===== src/hdl/gdbm_pkg.sv =====
// gdbm_pkg: shared types, constants and constant tables of the gaussian dither unit
// used by gdbm_ctrl, gdbm_datapath and gaussian_dither_box_muller_unit
// no dependencies
package gdbm_pkg;

    // word formats
    localparam int SAMPLE_BITS   = 16;
    localparam int OUT_FRAC_BITS = 8;
    localparam int OUT_BITS      = SAMPLE_BITS + OUT_FRAC_BITS;
    localparam int ACC_BITS      = OUT_BITS + 3;
    localparam int RND_SHIFT     = 44 - OUT_FRAC_BITS;

    // configuration port
    localparam int CFG_IDX_BITS  = 1;
    localparam int CFG_DATA_BITS = 32;

    typedef enum logic [CFG_IDX_BITS-1:0] {
        REG_DITHER_WEIGHT = 1'b0,
        REG_SEED_VALUE    = 1'b1
    } cfg_reg_t;

    localparam logic [15:0] WEIGHT_RESET = 16'd4096;
    localparam logic [31:0] SEED_RESET   = 32'd0;
    localparam logic [15:0] SEED_LOW     = 16'h330E;

    // generator and math constants
    localparam logic [31:0] LCG_MUL_LO = 32'hDEECE66D;
    localparam logic [2:0]  LCG_MUL_HI = 3'd5;
    localparam logic [47:0] LCG_ADD    = 48'hB;
    localparam logic [31:0] LN2_Q32    = 32'hB17217F8;
    localparam logic [31:0] PI_Q30     = 32'd3373259426;
    localparam logic [30:0] ONE_Q30    = 31'h4000_0000;

    // shared multiplier
    localparam int MUL_A_BITS = 38;
    localparam int MUL_B_BITS = 32;
    localparam int MUL_P_BITS = 64;

    // loop lengths
    localparam int SQ_STEPS   = 16;
    localparam int SQRT_STEPS = 20;
    localparam int CNT_BITS   = 5;
    localparam logic [2:0] COS_LAST_TERM = 3'd4;
    localparam logic [2:0] SIN_LAST_TERM = 3'd3;

    // reciprocals floor(2^32 / d) of the series divisors
    localparam logic [31:0] RCP_90 = 32'((64'd1 << 32) / 64'd90);
    localparam logic [31:0] RCP_56 = 32'((64'd1 << 32) / 64'd56);
    localparam logic [31:0] RCP_30 = 32'((64'd1 << 32) / 64'd30);
    localparam logic [31:0] RCP_12 = 32'((64'd1 << 32) / 64'd12);
    localparam logic [31:0] RCP_2  = 32'((64'd1 << 32) / 64'd2);
    localparam logic [31:0] RCP_72 = 32'((64'd1 << 32) / 64'd72);
    localparam logic [31:0] RCP_42 = 32'((64'd1 << 32) / 64'd42);
    localparam logic [31:0] RCP_20 = 32'((64'd1 << 32) / 64'd20);
    localparam logic [31:0] RCP_6  = 32'((64'd1 << 32) / 64'd6);

    typedef struct packed {
        logic signed [SAMPLE_BITS-1:0] sample_in;
        logic                          last_of_block;
    } in_word_t;

    typedef struct packed {
        logic signed [OUT_BITS-1:0] sample_out;
        logic                       clipped;
    } out_word_t;

    typedef enum logic [4:0] {
        OP_NONE,
        OP_LOAD,
        OP_LCG_MUL,
        OP_LCG_S1,
        OP_LCG_S2,
        OP_NORM,
        OP_SQ_MUL,
        OP_SQ_UPD,
        OP_LN_MUL,
        OP_SQRT_INIT,
        OP_SQRT_STEP,
        OP_ANG_MUL,
        OP_X2_MUL,
        OP_X2_DIV,
        OP_DIV_FIX,
        OP_HRN_MUL,
        OP_DIV_MUL,
        OP_SIN_MUL,
        OP_TRIG_END,
        OP_RC_MUL,
        OP_RCW_MUL,
        OP_FINISH
    } dp_op_t;

    typedef enum logic [4:0] {
        S_IDLE,
        S_LCG1_MUL,
        S_LCG1_ADD,
        S_LCG2_MUL,
        S_LCG2_ADD,
        S_NORM,
        S_SQ_MUL,
        S_SQ_UPD,
        S_LN_MUL,
        S_SQRT_INIT,
        S_SQRT,
        S_ANG_MUL,
        S_X2_MUL,
        S_X2_DIV,
        S_DIV_FIX,
        S_HRN_MUL,
        S_DIV_MUL,
        S_SIN_MUL,
        S_TRIG_END,
        S_RC_MUL,
        S_RCW_MUL,
        S_FINISH
    } ctrl_state_t;

    typedef struct packed {
        dp_op_t     op;
        logic [2:0] term;
    } dp_cmd_t;

    typedef struct packed {
        logic weight_zero;
        logic norm_done;
        logic is_sin;
    } dp_status_t;

    // divisor of one series term
    function automatic logic [6:0] div_const(input logic is_sin, input logic [2:0] term);
        logic [6:0] d;
        d = 7'd2;
        if (is_sin) begin
            unique case (term)
                3'd0:    d = 7'd72;
                3'd1:    d = 7'd42;
                3'd2:    d = 7'd20;
                default: d = 7'd6;
            endcase
        end else begin
            unique case (term)
                3'd0:    d = 7'd90;
                3'd1:    d = 7'd56;
                3'd2:    d = 7'd30;
                3'd3:    d = 7'd12;
                default: d = 7'd2;
            endcase
        end
        return d;
    endfunction

    // reciprocal of one series term divisor
    function automatic logic [31:0] div_recip(input logic is_sin, input logic [2:0] term);
        logic [31:0] r;
        r = RCP_2;
        if (is_sin) begin
            unique case (term)
                3'd0:    r = RCP_72;
                3'd1:    r = RCP_42;
                3'd2:    r = RCP_20;
                default: r = RCP_6;
            endcase
        end else begin
            unique case (term)
                3'd0:    r = RCP_90;
                3'd1:    r = RCP_56;
                3'd2:    r = RCP_30;
                3'd3:    r = RCP_12;
                default: r = RCP_2;
            endcase
        end
        return r;
    endfunction

endpackage


===== src/hdl/gdbm_ctrl.sv =====
// gdbm_ctrl: sequencer of the gaussian dither unit, one datapath command a cycle except
// while idle with no input or stalled on a waiting result; depends on gdbm_pkg
module gdbm_ctrl (
    input  logic                 aclk,
    input  logic                 aresetn,
    input  logic                 s_valid,
    output logic                 s_ready,
    output logic                 m_valid,
    input  logic                 m_ready,
    input  gdbm_pkg::dp_status_t status,
    output gdbm_pkg::dp_cmd_t    cmd
);

    gdbm_pkg::ctrl_state_t state_reg, state_next;
    logic [gdbm_pkg::CNT_BITS-1:0] cnt_reg, cnt_next;
    logic [2:0] term_reg, term_next;
    logic m_valid_reg, m_valid_next;
    logic [2:0] last_term;

    // state and counters
    always_ff @(posedge aclk) begin
        if (!aresetn) begin
            state_reg   <= gdbm_pkg::S_IDLE;
            cnt_reg     <= '0;
            term_reg    <= '0;
            m_valid_reg <= 1'b0;
        end else begin
            state_reg   <= state_next;
            cnt_reg     <= cnt_next;
            term_reg    <= term_next;
            m_valid_reg <= m_valid_next;
        end
    end

    assign last_term = status.is_sin ? gdbm_pkg::SIN_LAST_TERM : gdbm_pkg::COS_LAST_TERM;
    assign m_valid   = m_valid_reg;

    // next state and commands
    always_comb begin
        state_next   = state_reg;
        cnt_next     = cnt_reg;
        term_next    = term_reg;
        m_valid_next = m_valid_reg && !m_ready;
        s_ready      = 1'b0;
        cmd.op       = gdbm_pkg::OP_NONE;
        cmd.term     = term_reg;
        unique case (state_reg)
            gdbm_pkg::S_IDLE: begin
                s_ready = 1'b1;
                if (s_valid) begin
                    cmd.op     = gdbm_pkg::OP_LOAD;
                    state_next = status.weight_zero ? gdbm_pkg::S_FINISH : gdbm_pkg::S_LCG1_MUL;
                end
            end
            gdbm_pkg::S_LCG1_MUL: begin
                cmd.op     = gdbm_pkg::OP_LCG_MUL;
                state_next = gdbm_pkg::S_LCG1_ADD;
            end
            gdbm_pkg::S_LCG1_ADD: begin
                cmd.op     = gdbm_pkg::OP_LCG_S1;
                state_next = gdbm_pkg::S_LCG2_MUL;
            end
            gdbm_pkg::S_LCG2_MUL: begin
                cmd.op     = gdbm_pkg::OP_LCG_MUL;
                state_next = gdbm_pkg::S_LCG2_ADD;
            end
            gdbm_pkg::S_LCG2_ADD: begin
                cmd.op     = gdbm_pkg::OP_LCG_S2;
                state_next = gdbm_pkg::S_NORM;
            end
            gdbm_pkg::S_NORM: begin
                cmd.op = gdbm_pkg::OP_NORM;
                if (status.norm_done) begin
                    cnt_next   = '0;
                    state_next = gdbm_pkg::S_SQ_MUL;
                end
            end
            gdbm_pkg::S_SQ_MUL: begin
                cmd.op     = gdbm_pkg::OP_SQ_MUL;
                state_next = gdbm_pkg::S_SQ_UPD;
            end
            gdbm_pkg::S_SQ_UPD: begin
                cmd.op = gdbm_pkg::OP_SQ_UPD;
                if (cnt_reg == gdbm_pkg::CNT_BITS'(gdbm_pkg::SQ_STEPS - 1)) begin
                    state_next = gdbm_pkg::S_LN_MUL;
                end else begin
                    cnt_next   = cnt_reg + 1'b1;
                    state_next = gdbm_pkg::S_SQ_MUL;
                end
            end
            gdbm_pkg::S_LN_MUL: begin
                cmd.op     = gdbm_pkg::OP_LN_MUL;
                state_next = gdbm_pkg::S_SQRT_INIT;
            end
            gdbm_pkg::S_SQRT_INIT: begin
                cmd.op     = gdbm_pkg::OP_SQRT_INIT;
                cnt_next   = '0;
                state_next = gdbm_pkg::S_SQRT;
            end
            gdbm_pkg::S_SQRT: begin
                cmd.op = gdbm_pkg::OP_SQRT_STEP;
                if (cnt_reg == gdbm_pkg::CNT_BITS'(gdbm_pkg::SQRT_STEPS - 1)) begin
                    state_next = gdbm_pkg::S_ANG_MUL;
                end else begin
                    cnt_next = cnt_reg + 1'b1;
                end
            end
            gdbm_pkg::S_ANG_MUL: begin
                cmd.op     = gdbm_pkg::OP_ANG_MUL;
                term_next  = '0;
                state_next = gdbm_pkg::S_X2_MUL;
            end
            gdbm_pkg::S_X2_MUL: begin
                cmd.op     = gdbm_pkg::OP_X2_MUL;
                state_next = gdbm_pkg::S_X2_DIV;
            end
            gdbm_pkg::S_X2_DIV: begin
                cmd.op     = gdbm_pkg::OP_X2_DIV;
                state_next = gdbm_pkg::S_DIV_FIX;
            end
            gdbm_pkg::S_DIV_FIX: begin
                cmd.op = gdbm_pkg::OP_DIV_FIX;
                if (term_reg == last_term) begin
                    state_next = status.is_sin ? gdbm_pkg::S_SIN_MUL : gdbm_pkg::S_TRIG_END;
                end else begin
                    term_next  = term_reg + 1'b1;
                    state_next = gdbm_pkg::S_HRN_MUL;
                end
            end
            gdbm_pkg::S_HRN_MUL: begin
                cmd.op     = gdbm_pkg::OP_HRN_MUL;
                state_next = gdbm_pkg::S_DIV_MUL;
            end
            gdbm_pkg::S_DIV_MUL: begin
                cmd.op     = gdbm_pkg::OP_DIV_MUL;
                state_next = gdbm_pkg::S_DIV_FIX;
            end
            gdbm_pkg::S_SIN_MUL: begin
                cmd.op     = gdbm_pkg::OP_SIN_MUL;
                state_next = gdbm_pkg::S_TRIG_END;
            end
            gdbm_pkg::S_TRIG_END: begin
                cmd.op     = gdbm_pkg::OP_TRIG_END;
                state_next = gdbm_pkg::S_RC_MUL;
            end
            gdbm_pkg::S_RC_MUL: begin
                cmd.op     = gdbm_pkg::OP_RC_MUL;
                state_next = gdbm_pkg::S_RCW_MUL;
            end
            gdbm_pkg::S_RCW_MUL: begin
                cmd.op     = gdbm_pkg::OP_RCW_MUL;
                state_next = gdbm_pkg::S_FINISH;
            end
            gdbm_pkg::S_FINISH: begin
                // wait for the output register to free up
                if (!m_valid_reg || m_ready) begin
                    cmd.op       = gdbm_pkg::OP_FINISH;
                    m_valid_next = 1'b1;
                    state_next   = gdbm_pkg::S_IDLE;
                end
            end
            default: begin
                state_next = gdbm_pkg::S_IDLE;
            end
        endcase
    end

endmodule


===== config.mk =====
export PLATFORM = sky130hd
export DESIGN_NAME = gdbm_ctrl
export DESIGN_NICKNAME = d
export VERILOG_FILES = /design/src/hdl/gdbm_pkg.sv /design/src/hdl/gdbm_ctrl.sv
export SDC_FILE = /design/constraint.sdc
export NUM_CORES = 1
export LEC_CHECK = 0
export ABC_AREA = 1
export ABC_CLOCK_PERIOD_IN_PS = 3790
export BUFFER_PORTS_ARGS = -buffer_cell sky130_fd_sc_hd__buf_4
export CAP_MARGIN = 30
export CORE_MARGIN = 4
export CORE_UTILIZATION = 35
export CTS_CLUSTER_DIAMETER = 100
export DETAILED_ROUTE_END_ITERATION = 16
export PLACE_DENSITY = 0.65
export SLEW_MARGIN = 15
export SYNTH_ARGS = -nofsm -noshare
export SYNTH_HDL_FRONTEND = slang
export SYNTH_SLANG_ARGS = --single-unit

===== constraint.sdc =====
create_clock -name aclk -period 3.79 [get_ports aclk]
set_input_delay 0.758 -clock aclk [delete_from_list [all_inputs] [get_ports aclk]]
set_output_delay 0.758 -clock aclk [all_outputs]
set_load 0.005 [all_outputs]

; ---- Word level (Yosys, flattened, before mapping)
; Index checks and enable logic that the tools add are counted.
[classes]
n_addsub = 2
eq_ne = 31
muxes = 22
n_reduce_logical = 12
[op_table]
columns = cell, n
row1 = $pmux W5 S21, 2
row2 = $mux W5, 10
row3 = $eq A5 B4 Y1 const B, 9
row4 = $eq A5 B5 Y1 const B, 7
row5 = $eq A5 B3 Y1 const B, 4
row6 = $pmux W5 S4, 1
row7 = $ne A2 B2 Y1 const B, 7
row8 = $eq A5 B2 Y1 const B, 2
row9 = $reduce_and A4 Y1, 2
row10 = $mux W3, 2
row11 = $pmux W3 S2, 1
row12 = $add A5 B1 Y5 const B, 1
row13 = $eq A5 B1 Y1 const B, 1
row14 = $logic_not A5 Y1, 1
row15 = $mux W1, 4
row16 = $mux W4, 1
row17 = $reduce_bool A4 Y1, 1
row18 = $reduce_or A2 Y1, 2
row19 = $add A3 B1 Y3 const B, 1
row20 = $eq A3 B3 Y1, 1
row21 = $logic_not A1 Y1, 2
row22 = $mux W2, 1
row23 = $reduce_and A2 Y1, 1
row24 = $reduce_bool A2 Y1, 1
row25 = other kinds (2), 2
[totals]
reg_bits = 14
in_bits = 7
wordCells = 71

; ---- Logic depth before layout (Yosys ltp)
; Gate-level depths: netlist of run 1.
[logic_depth]
depth_word = 4
depth_mapped = 12
mapped_depth_nobuf = 10

; ---- Worst setup path after synthesis of run 1
; OpenSTA, ideal clock, no wires.
[synth_timing]
kind = input to output
from = in m_ready
to = out cmd[5] (netlist bit)
arrival_time_ps = 1199
t_required_ps = 3032
setup_slack_ps = 1833
path_stages = 4
path_buffers = 0
cell_sequence = nor2_1 -> nor4_1 -> nor2_1 -> o21ai_0
[synth_rtl]
columns = item, line
row1 = "start, declared", gdbm_ctrl.sv:9  ; input logic m_ready,
row2 = "end, declared", gdbm_ctrl.sv:11  ; output gdbm_pkg::dp_cmd_t cmd

==> impl_metrics.tcl, run 1 <==
set metrics [dict create \
    clock_latency_ns 0.28 \
    grt_pass1_wl_um 5050 \
    skew_ns 0.0008642 \
    n_antenna_cell 0 \
    crit_path_end_kind "output pin" \
    cts_max_path_buffers 2 \
    crit_type "reg -> out" \
    synthDistinctLibCells 30 \
    regToRegSetupSlack_ns 2.07 \
    hold_end "cnt_reg[4]$_SDFFE_PN0P_" \
    cap_violations 0 \
    grt_max_degree 13 \
    fin_crit_sh 0.6760 \
    setup-violations-final 0 \
    cts-htree-levels 1 \
    grt_usage 0.1432 \
    io_pins 17 \
    regArea_um2 280.3 \
    overflow 0 \
    min-delay-start "cnt_reg[4]$_SDFFE_PN0P_" \
    wire_per_inst_um 11.81 \
    syn_inst 196 \
    drtIter0Drc 83 \
    die_y_um 67.22 \
    layout_commonest_cell "nand2_1" \
    finalNetCount 221 \
    drtAntennaViolNets 0 \
    cts_sinks 14 \
    syn-num-nets 206 \
    via_per_inst 5.098 \
    r2r_cells 9 \
    stdcell_count 255 \
    clockRootBuffer "clkbuf_4" \
    cp.arrival_ns 1.80 \
    hold_class "reg -> reg" \
    cp.buffers_inverters 2 \
    slew_headroom 0.7202 \
    hold-path-cell-count 2 \
    hold_buffers 0 \
    powerDensity_nw_per_um2 520.0 \
    crit_family "simple AND/OR/NAND/NOR gates" \
    crit_start "state_reg[4]$_SDFFE_PN0P_" \
    multi_input_area_um2 820.8 \
    rows 21 \
    core_um2 3363 \
    wl_um 3012 \
    cp-start-kind "flip-flop" \
    ys_seq_area_frac 0.2283 \
    p_leak_nw 0.6187 \
    synth.cell_area_um2 1227 \
    min_period_ns 2.562 \
    port_buffers 16 \
    layout.cells.most_common_list "nand2_1 (43), nor2_1 (37), nand3_1 (20)" \
    drive_above_1_share 0.2057 \
    timing.final.hold_violations 0 \
    die-width_um 67.22 \
    dp.cells 252 \
    dieArea_um2 4519 \
    rsz0062_at_grt "false" \
    drt-pass1-iter-count 4 \
    cts_buffers 3 \
    dp_hpwl_um 2469 \
    drc 0 \
    ys_ff_latch 14 \
    ctsResizeCount 0 \
    r2r_end "cnt_reg[1]$_SDFFE_PN0P_" \
    syn_area_per_cell_um2 6.262 \
    rr_startpoint "state_reg[4]$_SDFFE_PN0P_" \
    cp.required_ns 3.03 \
    max_freq_mhz 390.3 \
    outcome "finished clean" \
    path_cells "inv_4 > nand3_2 > nor2_1 > nor4_1 > nand2_1 > buf_4" \
    slew_violations 0 \
    grt_pass1_vias 1110 \
    ir_worst_vdd_mv 0.2480 \
    tightestPinTransition_ns 0.4191 \
    antenna_found_initial 0 \
    cts_tree "done" \
    cts_setup_buffers 0 \
    num_vias 1300 \
    critPathSlowestCell "dfxtp_1" \
    total_power_mw 0.7092 \
    finalWeightedCongestion 0.9462 \
    cp_max_fo 12 \
    fillCellCount 395 \
    setup_tns_ns 0 \
    synth_warnings 0 \
    max_stage_delay_ns 0.58 \
    syn2layout_area_growth_pct 11.11 \
    clk_pin_slew_ns 0.08 \
    initial_utilization 0.3650 \
]
==> worst max-delay path by stage <==
| stage | endpoint | slack (ns) | cells past startpoint |
|---|---|---|---|
| finish | cmd[4] | 1.23 | 6 |
| global route | cmd[4] | 1.09 | 8 |
| CTS | cmd[4] | 1.25 | 6 |
| detailed placement | cmd[5] | 1.46 | 6 |
| global placement | cmd[5] | 1.45 | 6 |
| floorplan | cmd[5] | 1.83 | 4 |
==> through the flow <==
step                      utilization  area (um2)  hold slack [ns]  worst slack [ns]
after floorplan                     -        1227           0.4512             1.833
after global placement         0.3988        1341           0.4815             1.447
after detailed placement       0.3988        1341           0.4938             1.457
after CTS                      0.4055        1364           0.5061             1.253
after global routing           0.4055        1364           0.5403             1.089
final                          0.4055        1364           0.5058             1.228
==> per-layer routing <==
layer	vias up	GRT usage	wire (um)
met1	563	0.2070	1452
met4	0	0.05316	47
met2	57	0.2196	1314
met5	-	0	0
met3	8	0.01165	197
li1	672	-	-
==> synthesized netlist by cell type (all sizes together) <==
cell type	count	share of area
o211ai	1	0.0061
ha	3	0.031
nor2	46	0.18
dfxtp	14	0.23
xor2	1	0.0071
a31oi	1	0.0051
nor3	4	0.020
nand4	3	0.015
nand2	47	0.15
and2	1	0.0051
nor4	2	0.010
inv	16	0.051
nand3	24	0.12
a21oi	17	0.069
xnor2	1	0.0071
and3	1	0.0051
buf	5	0.049
clkbuf	1	0.0031
o21ai	8	0.036
==> report_power, final <==
part / switching [mW] / total (mW) / internal (mW)
logic: 0.250 / 0.405 / 0.155
clock network: 0.0484 / 0.0852 / 0.0368
registers: 0.0510 / 0.219 / 0.168
total: 0.349 / 0.709 / 0.360
==> worst min-delay path, cell delays in order (launching register included) <==
cell and delay (ns):
dfxtp_1 0.34, nand2_1 0.07, a21oi_1 0.05
==> cell families after synthesis <==
logic type	count (synthesis)	synth area share
AO/OA/AOI/OAI	27	0.1162
XOR/XNOR	2	0.01427
adder cells (fa/ha/maj)	3	0.03058
buffers and inverters	22	0.1029
flip-flops	14	0.2283
AND/OR/NAND/NOR	128	0.5076
==> final cells by class <==
| class | count | share of cell area |
|---|---|---|
| Multi-Input combinational cell | 160 | 0.6018 |
| Sequential cell | 14 | 0.2055 |
| Timing Repair Buffer | 16 | 0.08807 |
| Inverter | 16 | 0.04587 |
| Tap cell | 46 | 0.04220 |
| Clock buffer | 3 | 0.01651 |
Power figures use the tool's default switching activity.
==> run 2: changes to the inputs <==
ABC_CLOCK_PERIOD_IN_PS = 2600   (was 3790)
clock period = 2.6 ns   (was 3.79 ns; I/O delays follow)
==> run 2 against run 1 <==
Against the previous run: critical path depth fell by 1; global-route usage grew 0.40 points; sequential cell count unchanged; worst setup slack worse by 1.0 ns; core utilization rose by 0.41 points; die area stayed put; total power is 50% higher; via count grew 1.0%; critical endpoint is now cmd[5]; largest cell class unchanged.
==> impl_metrics.tcl, run 2 (synthesized netlist as in run 1, its figures left out) <==
set metrics [dict create \
    tightestPinTransition_ns 0.4668 \
    critPathSlowestCell "dfxtp_1" \
    wire_per_inst_um 11.78 \
    drt-pass1-iter-count 4 \
    dieArea_um2 4519 \
    clock_latency_ns 0.28 \
    grt_busiest_layer "met2" \
    grt_use_met2 0.2184 \
    slew_violations 0 \
    drc 0 \
    finalWeightedCongestion 0.9222 \
    io_pins 17 \
    num_vias 1313 \
    drtIter0Drc 78 \
    wl_um 3015 \
    powerDensity_nw_per_um2 772.2 \
    dp_hpwl_um 2424 \
    hold_class "reg -> reg" \
    grt_usage 0.1472 \
    rsz0062_at_grt "false" \
    initial_utilization 0.3650 \
    drive_above_1_share 0.2095 \
    die-width_um 67.22 \
    grt_pass1_wl_um 5168 \
    clk_pin_slew_ns 0.08 \
    clockRootBuffer "clkbuf_4" \
    placedInstanceArea_um2 1341 \
    crit_type "reg -> out" \
    setup_tns_ns 0 \
    layout_commonest_cell "nand2_1" \
    overflow 0 \
    path_cells "inv_4 > nor4_1 > nor2_1 > o21ai_0 > buf_4" \
    slew_headroom 0.6860 \
    ir_worst_vdd_mv 0.2454 \
    cts_tree "done" \
    layout.cells.most_common_list "nand2_1 (43), nor2_1 (37), nand3_1 (20)" \
    via_per_inst 5.129 \
    port_buffers 16 \
    antenna_found_initial 0 \
    cts_sinks 14 \
    cp-start-kind "flip-flop" \
    cp.arrival_ns 1.87 \
    min_period_ns 2.388 \
    timing.final.hold_violations 0 \
    crit_path_end_kind "output pin" \
    fillCellCount 373 \
    ctsResizeCount 0 \
    cts_setup_buffers 0 \
    drtAntennaViolNets 0 \
    outcome "finished clean" \
    fin_crit_sh 0.9183 \
    setup-violations-final 0 \
    cts_max_path_buffers 2 \
    cp.required_ns 2.08 \
    max_stage_delay_ns 0.60 \
    p_leak_nw 0.6259 \
    grt_use_met1 0.2006 \
    hold_buffers 0 \
    cts-htree-levels 1 \
    skew_ns 0.007205 \
    rows 21 \
    syn2layout_area_growth_pct 12.23 \
    cts_buffers 3 \
    grt_max_degree 13 \
    core_um2 3363 \
    n_antenna_cell 0 \
    max_freq_mhz 418.8 \
    fin_area_um2 1378 \
    finalNetCount 221 \
    use_met3 0.02163 \
    cap_violations 0 \
    grt_pass1_vias 1179 \
    cp_max_fo 12 \
    die_y_um 67.22 \
]
## run 2: cell count changes in the layout (fill, tap and decap cells not counted)
cell	before	now
clkbuf_8	0	1
## run 2: routing by layer
layer  routed length, um  up-vias
li1                    -      678
met1                1356      573
met2                1333       54
met3                 256        8
met4                  68        0
met5                   0        -
## run 2: metrics by stage
stage               instances  hold slack, ns  utilization  setup WS, ns  total power [mW]
global route              256          0.5102       0.4096       0.09979             1.151
detailed placement        252          0.4875       0.3988        0.5661            0.9043
floorplan                 196          0.4512            -        0.9699            0.7718
global placement          252          0.4764       0.3988        0.5250            0.9131
CTS                       256          0.4861       0.4096        0.2507             1.064
finish                    256          0.4909       0.4096        0.2123             1.064
## run 2: final cells by class
| class | instances | area (um2) | share of cell area |
|---|---|---|---|
| multi-input combinational | 160 | 820.8 | 0.5958 |
| sequential | 14 | 280.3 | 0.2035 |
| inverter | 16 | 62.56 | 0.04541 |
| clock buffer | 4 | 36.28 | 0.02634 |
| tap | 46 | 57.56 | 0.04178 |
| timing repair buffer | 16 | 120.1 | 0.08719 |
## run 2: power breakdown
part,internal [mW],switching (mW),total (mW)
Sequential,0.245,0.0730,0.318
Clock,0.0851,0.0722,0.157
Combinational,0.226,0.363,0.588
Total,0.556,0.508,1.06
## run 2: worst max-delay path: cells and delay by family, from the launching register on
family	cells	cell delay, ns
simple gates	2	0.61
flops	1	0.60
compound gates	1	0.10
buf+inv	2	0.29
## run 2: worst paths after layout
path	startpoint	end	slack, ns	depth (start not counted)
max reg2reg	state_reg[4]$_SDFFE_PN0P_	cnt_reg[1]$_SDFFE_PN0P_	0.86	9
min	cnt_reg[4]$_SDFFE_PN0P_	cnt_reg[4]$_SDFFE_PN0P_	0.49	2
min reg2reg	cnt_reg[4]$_SDFFE_PN0P_	cnt_reg[4]$_SDFFE_PN0P_	0.49	2
max	state_reg[4]$_SDFFE_PN0P_	cmd[5]	0.21	5
